<file path="src/rtl/fas_pkg.sv">
// Shared types and constants for the filtered altitude slope block.
`default_nettype none
package fas_pkg;

    localparam int ALT_W      = 25;
    localparam int DIST_W     = 20;
    localparam int ALPHA_W    = 17;
    localparam int LIMIT_W    = 15;
    localparam int SLOPE_W    = 16;
    localparam int QUO_W      = 16;
    localparam int ADDR_W     = 3;
    localparam int DATA_W     = 32;
    localparam int ALPHA_FRAC = 16;

    localparam logic [ALPHA_W-1:0] ALPHA_ONE   = 17'h10000;
    localparam logic [ALPHA_W-1:0] SLOPE_SCALE = 17'd10000;
    localparam logic [ALPHA_W-1:0] ALPHA_RESET = 17'd1311;
    localparam logic [LIMIT_W-1:0] LIMIT_RESET = 15'd3000;

    // register index taken from paddr[2]
    localparam logic REG_SMOOTHING = 1'b0;
    localparam logic REG_LIMIT     = 1'b1;

    typedef struct packed {
        logic signed [ALT_W-1:0] altitude_mm;
        logic [DIST_W-1:0]       distance_step_mm;
        logic                    first_sample;
    } in_item_t;

    typedef struct packed {
        logic signed [SLOPE_W-1:0] slope_centi_percent;
        logic                      slope_held;
    } out_item_t;

    typedef enum logic [1:0] {
        KIND_SEED,
        KIND_ZERO_DIST,
        KIND_SLOPE
    } kind_t;

    typedef struct packed {
        kind_t                   kind;
        logic signed [ALT_W-1:0] altitude_mm;
        logic [DIST_W-1:0]       distance;
    } job_t;

    typedef struct packed {
        logic [ALPHA_W-1:0] alpha;
        logic [LIMIT_W-1:0] limit;
    } cfg_t;

    typedef struct packed {
        logic             done;
        logic             overflow;
        logic             rem_nonzero;
        logic             round_up;
        logic [QUO_W-1:0] quotient;
    } div_status_t;

endpackage
`default_nettype wire

</file>
<file path="src/rtl/fas_regs.sv">
// APB configuration registers: smoothing factor and slope limit.
`default_nettype none
module fas_regs
    import fas_pkg::*;
(
    input  wire logic              aclk,
    input  wire logic              aresetn,
    input  wire logic              psel,
    input  wire logic              penable,
    input  wire logic              pwrite,
    input  wire logic [ADDR_W-1:0] paddr,
    input  wire logic [DATA_W-1:0] pwdata,
    output logic      [DATA_W-1:0] prdata,
    output logic                   pready,
    output cfg_t                   cfg
);

    logic [ALPHA_W-1:0] alpha_reg;
    logic [LIMIT_W-1:0] limit_reg;
    logic               wr_en;

    assign pready = 1'b1;
    assign wr_en  = psel && penable && pwrite && pready;

    always_ff @(posedge aclk) begin
        if (!aresetn) begin
            alpha_reg <= ALPHA_RESET;
            limit_reg <= LIMIT_RESET;
        end else if (wr_en) begin
            case (paddr[2])
                REG_SMOOTHING: alpha_reg <= pwdata[ALPHA_W-1:0];
                REG_LIMIT:     limit_reg <= pwdata[LIMIT_W-1:0];
                default: ;
            endcase
        end
    end

    always_comb begin
        case (paddr[2])
            REG_SMOOTHING: prdata = DATA_W'(alpha_reg);
            REG_LIMIT:     prdata = DATA_W'(limit_reg);
            default:       prdata = '0;
        endcase
    end

    assign cfg.alpha = alpha_reg;
    assign cfg.limit = limit_reg;

endmodule
`default_nettype wire

</file>
<file path="src/rtl/fas_front.sv">
// Input side: takes samples, classifies them and queues them for the back end.
`default_nettype none
module fas_front
    import fas_pkg::*;
(
    input  wire logic     aclk,
    input  wire logic     aresetn,
    input  wire logic     s_valid,
    output logic          s_ready,
    input  wire in_item_t s_data,
    output logic          job_valid,
    output job_t          job,
    input  wire logic     job_pop
);

    localparam int DEPTH = 2;

    job_t       fifo_mem_reg [DEPTH];
    logic       wr_ptr_reg;
    logic       rd_ptr_reg;
    logic [1:0] count_reg;
    job_t       job_in;
    logic       push;
    logic       pop;

    always_comb begin
        job_in.altitude_mm = s_data.altitude_mm;
        job_in.distance    = s_data.distance_step_mm;
        if (s_data.first_sample) begin
            job_in.kind = KIND_SEED;
        end else if (s_data.distance_step_mm == '0) begin
            job_in.kind = KIND_ZERO_DIST;
        end else begin
            job_in.kind = KIND_SLOPE;
        end
    end

    assign s_ready   = (count_reg != 2'(DEPTH));
    assign job_valid = (count_reg != 2'd0);
    assign job       = fifo_mem_reg[rd_ptr_reg];
    assign push      = s_valid && s_ready;
    assign pop       = job_pop && job_valid;

    always_ff @(posedge aclk) begin
        if (push) begin
            fifo_mem_reg[wr_ptr_reg] <= job_in;
        end
    end

    always_ff @(posedge aclk) begin
        if (!aresetn) begin
            wr_ptr_reg <= 1'b0;
            rd_ptr_reg <= 1'b0;
            count_reg  <= 2'd0;
        end else begin
            if (push) begin
                wr_ptr_reg <= ~wr_ptr_reg;
            end
            if (pop) begin
                rd_ptr_reg <= ~rd_ptr_reg;
            end
            if (push && !pop) begin
                count_reg <= count_reg + 2'd1;
            end else if (pop && !push) begin
                count_reg <= count_reg - 2'd1;
            end
        end
    end

endmodule
`default_nettype wire

</file>
<file path="src/rtl/fas_smul.sv">
// Shift-add multiplier: signed multiplicand times 17-bit unsigned, one bit per cycle.
`default_nettype none
module fas_smul
    import fas_pkg::*;
#(
    parameter int A_W = 42
) (
    input  wire logic                        aclk,
    input  wire logic                        aresetn,
    input  wire logic                        start,
    input  wire logic signed [A_W-1:0]       a,
    input  wire logic [ALPHA_W-1:0]          b,
    output logic                             done,
    output logic signed [A_W+ALPHA_W-1:0]    product
);

    localparam int P_W   = A_W + ALPHA_W;
    localparam int CNT_W = $clog2(ALPHA_W);

    typedef enum logic {
        M_IDLE,
        M_RUN
    } mstate_t;

    mstate_t                state_reg;
    logic signed [P_W-1:0]  acc_reg;
    logic signed [P_W-1:0]  mcand_reg;
    logic [ALPHA_W-1:0]     mplier_reg;
    logic [CNT_W-1:0]       cnt_reg;
    logic                   done_reg;

    always_ff @(posedge aclk) begin
        if (!aresetn) begin
            state_reg <= M_IDLE;
            done_reg  <= 1'b0;
            cnt_reg   <= '0;
        end else begin
            done_reg <= 1'b0;
            case (state_reg)
                M_IDLE: begin
                    if (start) begin
                        acc_reg    <= '0;
                        mcand_reg  <= P_W'(a);
                        mplier_reg <= b;
                        cnt_reg    <= '0;
                        state_reg  <= M_RUN;
                    end
                end
                M_RUN: begin
                    if (mplier_reg[0]) begin
                        acc_reg <= acc_reg + mcand_reg;
                    end
                    mcand_reg  <= mcand_reg <<< 1;
                    mplier_reg <= mplier_reg >> 1;
                    cnt_reg    <= cnt_reg + 1'b1;
                    if (cnt_reg == CNT_W'(ALPHA_W - 1)) begin
                        done_reg  <= 1'b1;
                        state_reg <= M_IDLE;
                    end
                end
                default: state_reg <= M_IDLE;
            endcase
        end
    end

    assign done    = done_reg;
    assign product = acc_reg;

endmodule
`default_nettype wire

</file>
<file path="src/rtl/fas_sdiv.sv">
// Restoring divider: 16 quotient bits with overflow, remainder and rounding flags.
`default_nettype none
module fas_sdiv
    import fas_pkg::*;
#(
    parameter int N_W = 59,
    parameter int D_W = 36
) (
    input  wire logic           aclk,
    input  wire logic           aresetn,
    input  wire logic           start,
    input  wire logic [N_W-1:0] num,
    input  wire logic [D_W-1:0] den,
    output div_status_t         status
);

    localparam int R_W   = D_W + QUO_W;
    localparam int H_W   = N_W - QUO_W;
    localparam int C_W   = (H_W > D_W) ? H_W : D_W;
    localparam int CNT_W = $clog2(QUO_W);

    typedef enum logic [1:0] {
        DV_IDLE,
        DV_RUN,
        DV_FIN
    } dstate_t;

    dstate_t          state_reg;
    logic [R_W-1:0]   rem_reg;
    logic [R_W-1:0]   dsh_reg;
    logic [D_W-1:0]   den_reg;
    logic [QUO_W-1:0] quo_reg;
    logic [CNT_W-1:0] cnt_reg;
    div_status_t      status_reg;
    logic [C_W-1:0]   hi_ext;
    logic [C_W-1:0]   den_ext;
    logic             ovf;
    logic             ge;

    // quotient needs more than 16 bits exactly when num >= den * 2^16
    assign hi_ext  = C_W'(num[N_W-1:QUO_W]);
    assign den_ext = C_W'(den);
    assign ovf     = (hi_ext >= den_ext);
    assign ge      = (rem_reg >= dsh_reg);

    always_ff @(posedge aclk) begin
        if (!aresetn) begin
            state_reg       <= DV_IDLE;
            status_reg.done <= 1'b0;
            cnt_reg         <= '0;
        end else begin
            status_reg.done <= 1'b0;
            case (state_reg)
                DV_IDLE: begin
                    if (start) begin
                        den_reg <= den;
                        if (ovf) begin
                            status_reg.done     <= 1'b1;
                            status_reg.overflow <= 1'b1;
                        end else begin
                            rem_reg   <= R_W'(num);
                            dsh_reg   <= R_W'({den, {(QUO_W-1){1'b0}}});
                            cnt_reg   <= CNT_W'(QUO_W - 1);
                            state_reg <= DV_RUN;
                        end
                    end
                end
                DV_RUN: begin
                    if (ge) begin
                        rem_reg <= rem_reg - dsh_reg;
                    end
                    quo_reg <= {quo_reg[QUO_W-2:0], ge};
                    dsh_reg <= dsh_reg >> 1;
                    cnt_reg <= cnt_reg - 1'b1;
                    if (cnt_reg == '0) begin
                        state_reg <= DV_FIN;
                    end
                end
                DV_FIN: begin
                    status_reg.done        <= 1'b1;
                    status_reg.overflow    <= 1'b0;
                    status_reg.quotient    <= quo_reg;
                    status_reg.rem_nonzero <= (rem_reg != '0);
                    status_reg.round_up    <= ({rem_reg, 1'b0} >= (R_W+1)'(den_reg));
                    state_reg              <= DV_IDLE;
                end
                default: state_reg <= DV_IDLE;
            endcase
        end
    end

    assign status = status_reg;

endmodule
`default_nettype wire

</file>
<file path="src/rtl/fas_back.sv">
// Back end: filter update, slope scaling and division, held-slope logic, result register.
`default_nettype none
module fas_back
    import fas_pkg::*;
#(
    parameter int FRACTION_BITS = 16
) (
    input  wire logic      aclk,
    input  wire logic      aresetn,
    input  wire cfg_t      cfg,
    input  wire logic      job_valid,
    input  wire job_t      job,
    output logic           job_pop,
    output logic           m_valid,
    input  wire logic      m_ready,
    output out_item_t      m_data
);

    localparam int FILT_W = ALT_W + FRACTION_BITS;
    localparam int DIFF_W = FILT_W + 1;
    localparam int PROD_W = DIFF_W + ALPHA_W;
    localparam int DEN_W  = DIST_W + FRACTION_BITS;

    typedef enum logic [2:0] {
        B_IDLE,
        B_FILT_START,
        B_FILT_WAIT,
        B_SCALE_START,
        B_SCALE_WAIT,
        B_DIV_START,
        B_DIV_WAIT,
        B_OUT
    } bstate_t;

    bstate_t                   state_reg;
    job_t                      job_reg;
    logic signed [FILT_W-1:0]  filt_reg;
    logic signed [SLOPE_W-1:0] prev_slope_reg;
    logic signed [DIFF_W-1:0]  mag_reg;
    logic                      neg_reg;
    logic [PROD_W-1:0]         num_reg;
    logic signed [SLOPE_W-1:0] slope_reg;
    logic                      held_reg;
    logic                      m_valid_reg;
    out_item_t                 m_data_reg;

    logic signed [FILT_W-1:0]  target;
    logic signed [FILT_W-1:0]  seed_target;
    logic signed [DIFF_W-1:0]  diff;
    logic [ALPHA_W-1:0]        alpha_sat;
    logic                      mul_start;
    logic signed [DIFF_W-1:0]  mul_a;
    logic [ALPHA_W-1:0]        mul_b;
    logic                      mul_done;
    logic signed [PROD_W-1:0]  mul_prod;
    logic signed [PROD_W-1:0]  rnd;
    logic signed [DIFF_W-1:0]  step;
    logic signed [DIFF_W-1:0]  step_mag;
    logic [DEN_W-1:0]          den;
    div_status_t               div_st;
    logic [QUO_W-1:0]          limit_ext;
    logic                      exceeds;
    logic [QUO_W-1:0]          q_round;

    assign target      = {job_reg.altitude_mm, {FRACTION_BITS{1'b0}}};
    assign seed_target = {job.altitude_mm, {FRACTION_BITS{1'b0}}};
    assign diff        = DIFF_W'(target) - DIFF_W'(filt_reg);
    assign alpha_sat   = (cfg.alpha > ALPHA_ONE) ? ALPHA_ONE : cfg.alpha;

    // one multiplier serves the filter step and the x10000 scaling
    assign mul_start = (state_reg == B_FILT_START) || (state_reg == B_SCALE_START);
    assign mul_a     = (state_reg == B_FILT_START) ? diff : mag_reg;
    assign mul_b     = (state_reg == B_FILT_START) ? alpha_sat : SLOPE_SCALE;

    fas_smul #(
        .A_W (DIFF_W)
    ) u_smul (
        .aclk    (aclk),
        .aresetn (aresetn),
        .start   (mul_start),
        .a       (mul_a),
        .b       (mul_b),
        .done    (mul_done),
        .product (mul_prod)
    );

    // round to nearest, ties toward plus infinity
    assign rnd      = mul_prod + PROD_W'(1 << (ALPHA_FRAC - 1));
    assign step     = DIFF_W'(rnd >>> ALPHA_FRAC);
    assign step_mag = step[DIFF_W-1] ? -step : step;

    assign den = {job_reg.distance, {FRACTION_BITS{1'b0}}};

    fas_sdiv #(
        .N_W (PROD_W),
        .D_W (DEN_W)
    ) u_sdiv (
        .aclk    (aclk),
        .aresetn (aresetn),
        .start   (state_reg == B_DIV_START),
        .num     (num_reg),
        .den     (den),
        .status  (div_st)
    );

    // |slope| > limit exactly: quotient above limit, or equal with a remainder
    assign limit_ext = QUO_W'(cfg.limit);
    assign exceeds   = div_st.overflow || (div_st.quotient > limit_ext)
                       || ((div_st.quotient == limit_ext) && div_st.rem_nonzero);
    assign q_round   = div_st.quotient + QUO_W'(div_st.round_up);

    assign job_pop = (state_reg == B_IDLE) && job_valid;

    always_ff @(posedge aclk) begin
        if (!aresetn) begin
            state_reg      <= B_IDLE;
            filt_reg       <= '0;
            prev_slope_reg <= '0;
            m_valid_reg    <= 1'b0;
        end else begin
            // in B_OUT a transfer with m_ready high always reloads the register
            if (m_ready && (state_reg != B_OUT)) begin
                m_valid_reg <= 1'b0;
            end
            case (state_reg)
                B_IDLE: begin
                    if (job_valid) begin
                        if (job.kind == KIND_SEED) begin
                            filt_reg       <= seed_target;
                            prev_slope_reg <= '0;
                        end else begin
                            job_reg   <= job;
                            state_reg <= B_FILT_START;
                        end
                    end
                end
                B_FILT_START: state_reg <= B_FILT_WAIT;
                B_FILT_WAIT: begin
                    if (mul_done) begin
                        filt_reg <= filt_reg + FILT_W'(step);
                        mag_reg  <= step_mag;
                        neg_reg  <= step[DIFF_W-1];
                        if (job_reg.kind == KIND_SLOPE) begin
                            state_reg <= B_SCALE_START;
                        end else begin
                            slope_reg <= prev_slope_reg;
                            held_reg  <= 1'b1;
                            state_reg <= B_OUT;
                        end
                    end
                end
                B_SCALE_START: state_reg <= B_SCALE_WAIT;
                B_SCALE_WAIT: begin
                    if (mul_done) begin
                        num_reg   <= PROD_W'(mul_prod);
                        state_reg <= B_DIV_START;
                    end
                end
                B_DIV_START: state_reg <= B_DIV_WAIT;
                B_DIV_WAIT: begin
                    if (div_st.done) begin
                        if (exceeds) begin
                            slope_reg <= prev_slope_reg;
                            held_reg  <= 1'b1;
                        end else begin
                            slope_reg <= neg_reg ? -SLOPE_W'(q_round) : SLOPE_W'(q_round);
                            held_reg  <= 1'b0;
                        end
                        state_reg <= B_OUT;
                    end
                end
                B_OUT: begin
                    if (!m_valid_reg || m_ready) begin
                        m_valid_reg                    <= 1'b1;
                        m_data_reg.slope_centi_percent <= slope_reg;
                        m_data_reg.slope_held          <= held_reg;
                        prev_slope_reg                 <= slope_reg;
                        state_reg                      <= B_IDLE;
                    end
                end
                default: state_reg <= B_IDLE;
            endcase
        end
    end

    assign m_valid = m_valid_reg;
    assign m_data  = m_data_reg;

endmodule
`default_nettype wire

</file>
<file path="src/rtl/filtered_altitude_slope.sv">
// Top level: filtered altitude slope with APB configuration.
//
//   channel   ports                        payload
//   input     s_valid / s_ready / s_data   in_item_t (altitude, distance, first flag)
//   result    m_valid / m_ready / m_data   out_item_t (slope, held flag)
//   config    APB psel..pready             smoothing_factor @0x0, slope_limit @0x4
//
// A slope sample passes from the queue through two passes of the shift-add
// multiplier (filter step, then x10000 scaling) and the restoring divider before
// it reaches the output register; a seed sample only reloads the filter.
// A zero-distance sample skips the scaling and division; a quotient too large
// for 16 bits skips the divider iterations.
// Synchronous active-low reset clears the filter and the previous slope.
// A two-entry queue buffers samples while the back end works; a finished
// result waits in the output register until its transfer.
`default_nettype none
module filtered_altitude_slope
    import fas_pkg::*;
#(
    parameter int FRACTION_BITS = 16
) (
    input  wire logic              aclk,
    input  wire logic              aresetn,
    input  wire logic              s_valid,
    output logic                   s_ready,
    input  wire in_item_t          s_data,
    output logic                   m_valid,
    input  wire logic              m_ready,
    output out_item_t              m_data,
    input  wire logic              psel,
    input  wire logic              penable,
    input  wire logic              pwrite,
    input  wire logic [ADDR_W-1:0] paddr,
    input  wire logic [DATA_W-1:0] pwdata,
    output logic      [DATA_W-1:0] prdata,
    output logic                   pready
);

    cfg_t cfg;
    logic job_valid;
    job_t job;
    logic job_pop;

    fas_regs u_regs (
        .aclk    (aclk),
        .aresetn (aresetn),
        .psel    (psel),
        .penable (penable),
        .pwrite  (pwrite),
        .paddr   (paddr),
        .pwdata  (pwdata),
        .prdata  (prdata),
        .pready  (pready),
        .cfg     (cfg)
    );

    fas_front u_front (
        .aclk      (aclk),
        .aresetn   (aresetn),
        .s_valid   (s_valid),
        .s_ready   (s_ready),
        .s_data    (s_data),
        .job_valid (job_valid),
        .job       (job),
        .job_pop   (job_pop)
    );

    fas_back #(
        .FRACTION_BITS (FRACTION_BITS)
    ) u_back (
        .aclk      (aclk),
        .aresetn   (aresetn),
        .cfg       (cfg),
        .job_valid (job_valid),
        .job       (job),
        .job_pop   (job_pop),
        .m_valid   (m_valid),
        .m_ready   (m_ready),
        .m_data    (m_data)
    );

endmodule
`default_nettype wire

</file>
<file path="config.mk">
export PLATFORM = sky130hd
export DESIGN_NAME = filtered_altitude_slope
export DESIGN_NICKNAME = d
export VERILOG_FILES = /design/src/rtl/fas_pkg.sv /design/src/rtl/fas_regs.sv /design/src/rtl/fas_front.sv /design/src/rtl/fas_smul.sv /design/src/rtl/fas_sdiv.sv /design/src/rtl/fas_back.sv /design/src/rtl/filtered_altitude_slope.sv
export SDC_FILE = /design/constraint.sdc
export NUM_CORES = 2
export LEC_CHECK = 0
export ABC_AREA = 1
export BUFFER_PORTS_ARGS = -buffer_cell sky130_fd_sc_hd__buf_2
export CAP_MARGIN = 20
export CORE_MARGIN = 3
export CORE_UTILIZATION = 50
export CTS_CLUSTER_DIAMETER = 50
export DETAILED_ROUTE_END_ITERATION = 6
export PLACE_DENSITY_LB_ADDON = 0.15
export SETUP_SLACK_MARGIN = 0.3
export SKIP_CTS_REPAIR_TIMING = 1
export SYNTH_ARGS = -nofsm -noshare
export SYNTH_HDL_FRONTEND = slang
export SYNTH_SLANG_ARGS = --single-unit
</file>
<file path="constraint.sdc">
create_clock -name aclk -period 8.3 [get_ports aclk]
set_input_delay 1.66 -clock aclk [delete_from_list [all_inputs] [get_ports aclk]]
set_output_delay 1.66 -clock aclk [all_outputs]
set_load 0.01 [all_outputs]
</file>
==> qor.csv <==
metric,value,unit
status,"complete, no violations",
worstPathMaxFanout,9,
synth_top_family_by_area,simple AND/OR/NAND/NOR gates,
ant_nets,0,
met1_usage,43.16,%
core_area,82770,sq um
synth_edf_count,570,
syn_to_final_growth,11.97,%
gp_congestion,0.9798,
min_path_type,flop to flop,
ff2ff_setup_slack,4.12,ns
worstPathArrival,4.68,ns
placed_cells,6379,
synth.avg_cell_area,7.988,sq um
hold_viol,0,
layout_min_cycle_time,4.181,ns
htreeDepth,3,
clockRootBuffer,clkbuf_16,
dp_hpwl,104500,um
fin_cells,6555,
cap_violations,0,
crit_slowest_cell,edfxtp_1,
finalPower,0.01342,W
clk_pin_slew,0.06,ns
initial_core_util,50.95,%
p_clk_share,31.5,%
mostFrequentLayoutCell,nand2_1,
synth_top_cells_by_area,"edfxtp_1 (41%), nand2_1 (12%), ha_1 (7.4%)",
async_flop_share,0,%
fmaxAchievable,0.2392,GHz
ioPinCount,140,
startpoint_type,flop,
leakage,19.72,nW
cts_tree,done,
timing.final.crit_share,50.38,%
port_buffers,106,
busiest_layer,met2,
synth_adder_area_share,7.501,%
drc_errors,0,
required,8.79,ns
cts_sinks,682,
synthXorXnorAreaFrac,2.116,%
fin_setup_tns,0,ns
switching_share,39.07,%
critical-path-top-cell-by-count,nand2_1,
grt_usage,30.13,%
min_path_cells,0,
met3_usage,4.062,%
first_pass_iters,6,
min_to,u_back.u_sdiv.status[15]$_DFFE_PP_,
r2r_cells,19,
grt_antenna_before_repair,3,
pwr-share-seq,35.0,%
syn_area,42170,sq um
fp.dieH,296.4,um
synth_seq_cells,682,
synthFlopType,edfxtp_1,
clk_path_buf_depth,3,
worstReg2RegEnd,u_back.filt_reg[40]$_SDFFE_PN0P_,
worst_hold_startpoint,u_back.u_sdiv.quo_reg[15]$_DFFE_PP_,
dieArea,87850,sq um
yosysTopAreaCell,edfxtp_1,
final_util,57.04,%
crit_type,flop to flop,
grt_max_degree,77,
synth-compound-area-share,13.08,%
via_count,36780,
post_drt_wl_per_cell,20.41,um
yosys.area.top_type_share,40.59,%
drive_above_1_share,6.748,%
worstReg2RegStart,u_back.u_smul.product[15]$_SDFFCE_PN0P_,
avgViaCountPerCell,5.611,
fillers,7658,
worstSkewPairLatency,0.67,ns
finalWirelength,133800,um
layout_common_cells,"nand2_1 (1332), inv_1 (633), nor2_1 (577)",
yosysWarnings,0,
critPathMaxStageDelay,0.60,ns
synthMuxAreaShare,0.04748,%
numCtsBuffers,95,
vdd_drop_max,227.2,uV
placementRows,105,
first_global_vias,33970,
power_density,284.3,nW/um^2
met2_usage,47.74,%
drv_slew,0,
p_int,0.008179,W
tightest_slew,1.042,ns
final_nets,5746,
cp-end-kind,flop,
largest_register_ffs,94,
synth_cell_types,52,
combPwrFrac,33.5,%
setup_violations,0,
drtIter0Drc,3409,
die_x,296.4,um
path_cells,ha_1 -> nand2_1 -> nor2_4 -> nand2_1 -> nor2_1 -> nand2_1 -> xor2_1 -> inv_1 -> ha_1 -> a21oi_1 -> o21ai_0 -> a21oi_1 -> nor2_1 -> nor3_1 -> nand2_1 -> nand2_1 -> nand3_1 -> nand2_1 -> a21oi_1,
slew_headroom,30.33,%
grt_setup_unrepaired,no,
switchingPower,0.005244,W
synth_simple_gate_area_share,24.39,%
grt_pass1_wl,202200,um
overflow,0,
fin_skew,0.02615,ns
synth_seq_area_share,45.91,%
syn_inst,5279,
## kinds of logic after synthesis
logic type / Yosys count
XOR/XNOR: 101
AO/OA/AOI/OAI: 1007
adder cells (fa/ha/maj): 251
flip-flops: 682
AND/OR/NAND/NOR: 2473
multiplexers: 2
other: 2
buffers and inverters: 761
## through the flow
step           setup WS (ns)  hold slack, ns  cell area (sq um)
2_1_floorplan          1.117          0.4003              42220
5_1_grt                3.778          0.4384              47210
3_3_place_gp           3.565          0.4003              43870
3_5_place_dp           3.551          0.4115              43870
4_1_cts                4.165          0.4252              47190
6_report               4.119          0.4293              47210
## worst max-delay path by stage
stage	start	end	slack (ns)	cells after the start
after floorplan	aresetn	u_back.u_smul.product[0]$_SDFFCE_PN0P_	1.12	4
after global placement	aresetn	u_back.u_smul.product[44]$_SDFFCE_PN0P_	3.56	6
after detailed placement	aresetn	u_back.u_smul.product[48]$_SDFFCE_PN0P_	3.55	6
after CTS	paddr[2]	prdata[0]	4.16	4
after global routing	u_back.u_smul.product[15]$_SDFFCE_PN0P_	u_back.filt_reg[40]$_SDFFE_PN0P_	3.78	19
final	u_back.u_smul.product[15]$_SDFFCE_PN0P_	u_back.filt_reg[40]$_SDFFE_PN0P_	4.12	19
## routing by layer
metal / share of wire (%) / wire length (um) / vias up
met3: 6.8 / 9050 / 209
li1: - / - / 18140
met2: 45 / 59770 / 1219
met5: 0.0097 / 13 / -
met1: 46 / 60930 / 17210
met4: 3.0 / 4056 / 2
## power by group through the flow
stage                     Combinational (W)  Clock (W)  Sequential, W
after global placement              0.00439          0        0.00474
final                               0.00450    0.00423        0.00470
after CTS                           0.00445    0.00429        0.00468
after detailed placement            0.00442          0        0.00475
after global routing                0.00503    0.00443        0.00471
after floorplan                     0.00308          0        0.00455
## worst max-delay path, delay by kind of cell (launching register included)
kind / cells / cell delay [ns]
XOR/XNOR: 1 / 0.39
flip-flops: 1 / 0.60
AO/OA/AOI/OAI: 4 / 0.65
AND/OR/NAND/NOR: 11 / 1.50
buffers and inverters: 1 / 0.17
adder cells (fa/ha/maj): 2 / 0.69
## cells in the mapped netlist, types with 68 or more instances
master	instances
inv_1	636
dfxtp_1	112
clkbuf_1	95
ha_1	248
nand4_1	80
nand2_1	1332
edfxtp_1	570
nor2_1	584
o21ai_0	356
a21oi_1	436
xor2_1	72
nand3_1	300
nor3_1	68
## final cells by class
cell class	count	area [sq um]	share of cell area, %
Clock buffer	112	2514	5.324
Sequential cell	682	19360	41.01
Antenna cell	2	5.005	0.01060
Multi-Input combinational cell	3850	20010	42.37
Clock inverter	61	803.3	1.701
Timing Repair Buffer	137	775.7	1.643
Tap cell	1070	1339	2.836
Inverter	641	2409	5.101
No activity file was read; power rests on OpenSTA's default activity.
